File: config.mk
export PLATFORM = sky130hd
export DESIGN_NAME = bba_ram
export DESIGN_NICKNAME = d
export VERILOG_FILES = /design/src/hdl/bba_ram.sv
export SDC_FILE = /design/constraint.sdc
export NUM_CORES = 2
export LEC_CHECK = 0
export BUFFER_PORTS_ARGS = -buffer_cell sky130_fd_sc_hd__buf_4
export CAP_MARGIN = 20
export CORE_MARGIN = 3
export CORE_UTILIZATION = 49
export DETAILED_ROUTE_END_ITERATION = 16
export PLACE_DENSITY = 0.67
export SETUP_SLACK_MARGIN = 0.15
export SKIP_LAST_GASP = 1
export SLEW_MARGIN = 30
export SYNTH_ARGS = -nofsm -noshare
export SYNTH_HDL_FRONTEND = slang
export SYNTH_SLANG_ARGS = --single-unit
File: constraint.sdc
create_clock -name clk -period 6.2 [get_ports clk]
set_input_delay 0.62 -clock clk [delete_from_list [all_inputs] [get_ports clk]]
set_output_delay 0.62 -clock clk [all_outputs]
set_load 0.05 [all_outputs]
File: src/hdl/bba_ram.sv
// Generic simple dual-port RAM with one write port and a registered read port.
module bba_ram #(
  parameter int WIDTH = 64,
  parameter int DEPTH = 64,
  localparam int AW = (DEPTH > 1) ? $clog2(DEPTH) : 1
) (
  input  logic             clk,
  input  logic             we,
  input  logic [AW-1:0]    waddr,
  input  logic [WIDTH-1:0] wdata,
  input  logic [AW-1:0]    raddr,
  output logic [WIDTH-1:0] rdata
);

  logic [WIDTH-1:0] mem_r [DEPTH];
  logic [WIDTH-1:0] rdata_r;

  // write port
  always_ff @(posedge clk) begin
    if (we) mem_r[waddr] <= wdata;
  end

  // registered read port
  always_ff @(posedge clk) begin
    rdata_r <= mem_r[raddr];
  end

  assign rdata = rdata_r;

endmodule

Word level (Yosys, flattened, before mapping)
Memories as Yosys holds them, arrays and structs flattened. A register that Yosys moved wholly into a read port is not among the register bits.
Cells that the tools add are included.
- logic and storage cells: 3
- output and inout bits: 64
- memories: 1
- input bits: 78
- register bits: 0
- RAM bits: 4096
- memories (name ; words ; bits a word ; read ports ; clocked after Yosys merged registers in ; write ports ; RTL line ; text):
    mem_r ; 64 ; 64 ; 1 ; 1 ; 1 ; 15 ; logic [WIDTH-1:0] mem_r [DEPTH];
- muxes and demuxes: 2
- operators with widths (kind ; number):
    1-bit two-way mux ; 2

Longest topological paths before layout
- depth after elaboration: 2
- mapped depth: 9
- gate-level depth less buffers: 5

Least setup slack after synthesis
OpenSTA, ideal clock, no wires.
- path kind: input -> register
- start point: in waddr[3]
- end point: mem mem_r[48][0], enable pin
- setup time: 0.564 ns
- path slack: 0.144 ns
- cell stages on the path: 4
- required time: 5.636 ns
- arrival time: 5.492 ns
- buffers on the path: 1
- cell sequence: clkbuf_1 -> nor2b_1 -> nand4b_1 -> nor3_1
- RTL lines (item ; RTL line ; text):
    start, declared ; 9 ; input logic [AW-1:0] waddr,
    end, declared ; 15 ;
Straight into the memory's write port.

Worst setup path after layout
- start point: in we
- end point: mem mem_r[0][60], enable pin
- longest elaborated chain between the ends: 2
- ends and longest elaborated chain (item ; RTL line ; text):
    start, declared ; 8 ; input logic we,
    1-bit two-way mux ; 20 ; if (we) mem_r[waddr] <= wdata;
    1-bit two-way mux (not written as such) ; 20 ;
No other way between the ends.

==> impl_metrics.env <==
export IMPL_status="finished, final reports clean"
export IMPL_p_leak_nw=55.4
export IMPL_cp_arrival_ns=3.53
export IMPL_vias=75600
export IMPL_hold_path_class="in2reg"
export IMPL_fin_cells=11600
export IMPL_fmax_mhz=336
export IMPL_syn2layout_area_growth_pct=13.7
export IMPL_antenna_left=0
export IMPL_post_route_period_util=0.480
export IMPL_hold_depth=1
export IMPL_firstDrtPassIters=6
export IMPL_wl_per_cell_um=36.3
export IMPL_met3_usage=0.0445
export IMPL_slew_headroom=0.292
export IMPL_clk_path_buf_depth=4
export IMPL_path_clk_slew_ns=0.06
export IMPL_routed_via_density=6.54
export IMPL_synth_edf_count=4096
export IMPL_synth_cell_types=33
export IMPL_syn_area_um2=156000
export IMPL_grt_overflow=0
export IMPL_dr_first_iter_drc_count=10600
export IMPL_antenna_found_initial=29
export IMPL_post_cts_buffers=0
export IMPL_critical_path_class="in2reg"
export IMPL_tns_ns=0
export IMPL_yosysWarnings=0
export IMPL_synth_seq_area_share=0.795
export IMPL_grt_pass1_wl_um=595000
export IMPL_crit_fanout=34
export IMPL_insertion_delay_ns=0.97
export IMPL_clock_skew_ns=0.0534
export IMPL_drc=0
export IMPL_post_dp_cell_area_um2=164000
export IMPL_place_gp_congestion=0.794
export IMPL_die_area_um2=326000
export IMPL_dp_cells=10800
export IMPL_die_x_um=571
export IMPL_cts_buffers=405
export IMPL_dp_hpwl_um=231000
export IMPL_crit_required_ns=6.76
export IMPL_cts_tree="built"
export IMPL_start_util=0.494
export IMPL_rsz0062_at_grt="false"
export IMPL_wl_um=420000
export IMPL_synth_top_area_share=0.787
export IMPL_synth_cells=6598
export IMPL_io_pins=142
export IMPL_ys_top_cells_by_count="4096 x edfxtp_1, 1024 x mux4_2, 170 x buf_2"
export IMPL_drive_gt1_frac=0.285
export IMPL_postCtsResizedCells=0
export IMPL_rows=206
export IMPL_synth_top_cell_by_area="edfxtp_1"
export IMPL_clock_root_buffer="clkbuf_16"
export IMPL_top_usage_layer="met2"
export IMPL_yosysMostFrequentCell="edfxtp_1"
export IMPL_track_usage=0.259
export IMPL_postSynthRegisterBits=4160
export IMPL_port_buffer_count=141
export IMPL_ctsHtreeMaxLevel=5
export IMPL_tightest_slew_ns=1.06
export IMPL_rr_worst_depth=5
export IMPL_vdd_ir_drop_max_uv=272
export IMPL_grt_util_met2=0.422
export IMPL_cts_sinks=4160
export IMPL_layout_nets=7105
export IMPL_finalSetupViolCount=0
export IMPL_synth_main_ff_cell="edfxtp_1"
export IMPL_async_flop_share=0
export IMPL_design_area_um2=178000
export IMPL_slew_viol_final=0
export IMPL_core_area_um2=316000
export IMPL_finalHoldViolCount=0
export IMPL_period_minus_slack_ns=2.97
export IMPL_cap_violations=0
export IMPL_synthTopCellsByArea="edfxtp_1 79%, mux4_2 15%, mux2i_1 0.86%"
export IMPL_use_met1=0.362
export IMPL_synth_net_count=6676
export IMPL_grt_max_degree=102
export IMPL_die_y_um=571
export IMPL_critPathLaunchType="input pin"
export IMPL_avgSynthCellArea_um2=23.7
export IMPL_grt_pass1_vias=76100
export IMPL_endpoint_kind="flip-flop"
export IMPL_holdBufCountCts=0
export IMPL_cellPowerDensity_nw_per_um2=331
==> registers in the layout, summed over array words and instances, names as in the netlist <==
name,cells
rdata,64
mem_r,4096
==> cells by family after synthesis <==
| group | Yosys count | synth area share |
|---|---|---|
| DFF | 4160 | 0.795 |
| muxes | 1159 | 0.156 |
| AOI/OAI and AO/OA | 504 | 0.0248 |
| buffers and inverters | 389 | 0.0118 |
| and+or+nand+nor | 386 | 0.0124 |
==> through the flow <==
stage	setup slack (ns)	total power [mW]	hold slack, ns	utilization
floorplan	0.150	33.5	0.719	-
global placement	2.11	34.8	0.843	0.518
detailed placement	2.10	34.8	0.840	0.519
CTS	3.13	59.2	0.120	0.562
global route	3.06	60.5	0.167	0.562
finish	3.23	58.8	0.169	0.562
==> power by group <==
| part | internal [mW] | total (mW) | switching (mW) |
|---|---|---|---|
| sequential | 31.1 | 31.3 | 0.177 |
| clock | 14.1 | 24.6 | 10.5 |
| combinational | 1.03 | 2.90 | 1.87 |
| total | 46.3 | 58.8 | 12.6 |
==> final timing paths <==
check                                              from  slack (ns)                       to
worst min-delay path                          wdata[10]        0.17  mem_r[13][10]$_DFFE_PP_
worst min register to register  mem_r[31][61]$_DFFE_PP_        0.84        rdata[61]$_DFF_P_
worst max-delay path                                 we        3.23   mem_r[0][60]$_DFFE_PP_
worst max register to register  mem_r[11][32]$_DFFE_PP_        3.94        rdata[32]$_DFF_P_
==> worst max-delay path: stages <==
cell	delay [ns]
buf_4	0.12
nor2b_1	0.26
nand2_1	0.53
nor2_4	1.01
buf_4	0.86
==> final cells by class <==
cell class | count | area [um^2]
inverter | 19 | 71.3
clock buffer | 541 | 11000
multi-input combinational | 2049 | 30800
tap | 4160 | 5200
fill | 22400 | 138000
sequential | 4160 | 124000
timing repair buffer | 392 | 4040
clock inverter | 220 | 2380
antenna | 14 | 35.0
==> layout by cell type, fill, tap and decap left out, drive strengths merged, types with 3 or more instances in the layout <==
| cell | instances |
|---|---|
| edfxtp | 4096 |
| mux4 | 1024 |
| clkbuf | 541 |
| buf | 392 |
| a22oi | 168 |
| clkinv | 162 |
| mux2i | 135 |
| nor2 | 112 |
| a22o | 88 |
| o22ai | 83 |
| and3 | 64 |
| dfxtp | 64 |
| a211oi | 63 |
| nand2 | 58 |
| nand3 | 45 |
| o221ai | 38 |
| bufinv | 38 |
| inv | 32 |
| or3 | 29 |
| or2 | 28 |
| nor2b | 28 |
| a41oi | 26 |
| a2bb2oi | 19 |
| a31oi | 18 |
| diode | 14 |
| nand2b | 11 |
| clkinvlp | 7 |
| and2 | 3 |
==> routing by layer <==
| layer | part of all wire | up-vias |
|---|---|---|
| met4 | 0.034 | 10 |
| met5 | 0.00015 | - |
| met1 | 0.38 | 41300 |
| met2 | 0.49 | 4299 |
| met3 | 0.094 | 647 |
| li1 | - | 29400 |
(Power assumes the default switching activity.)
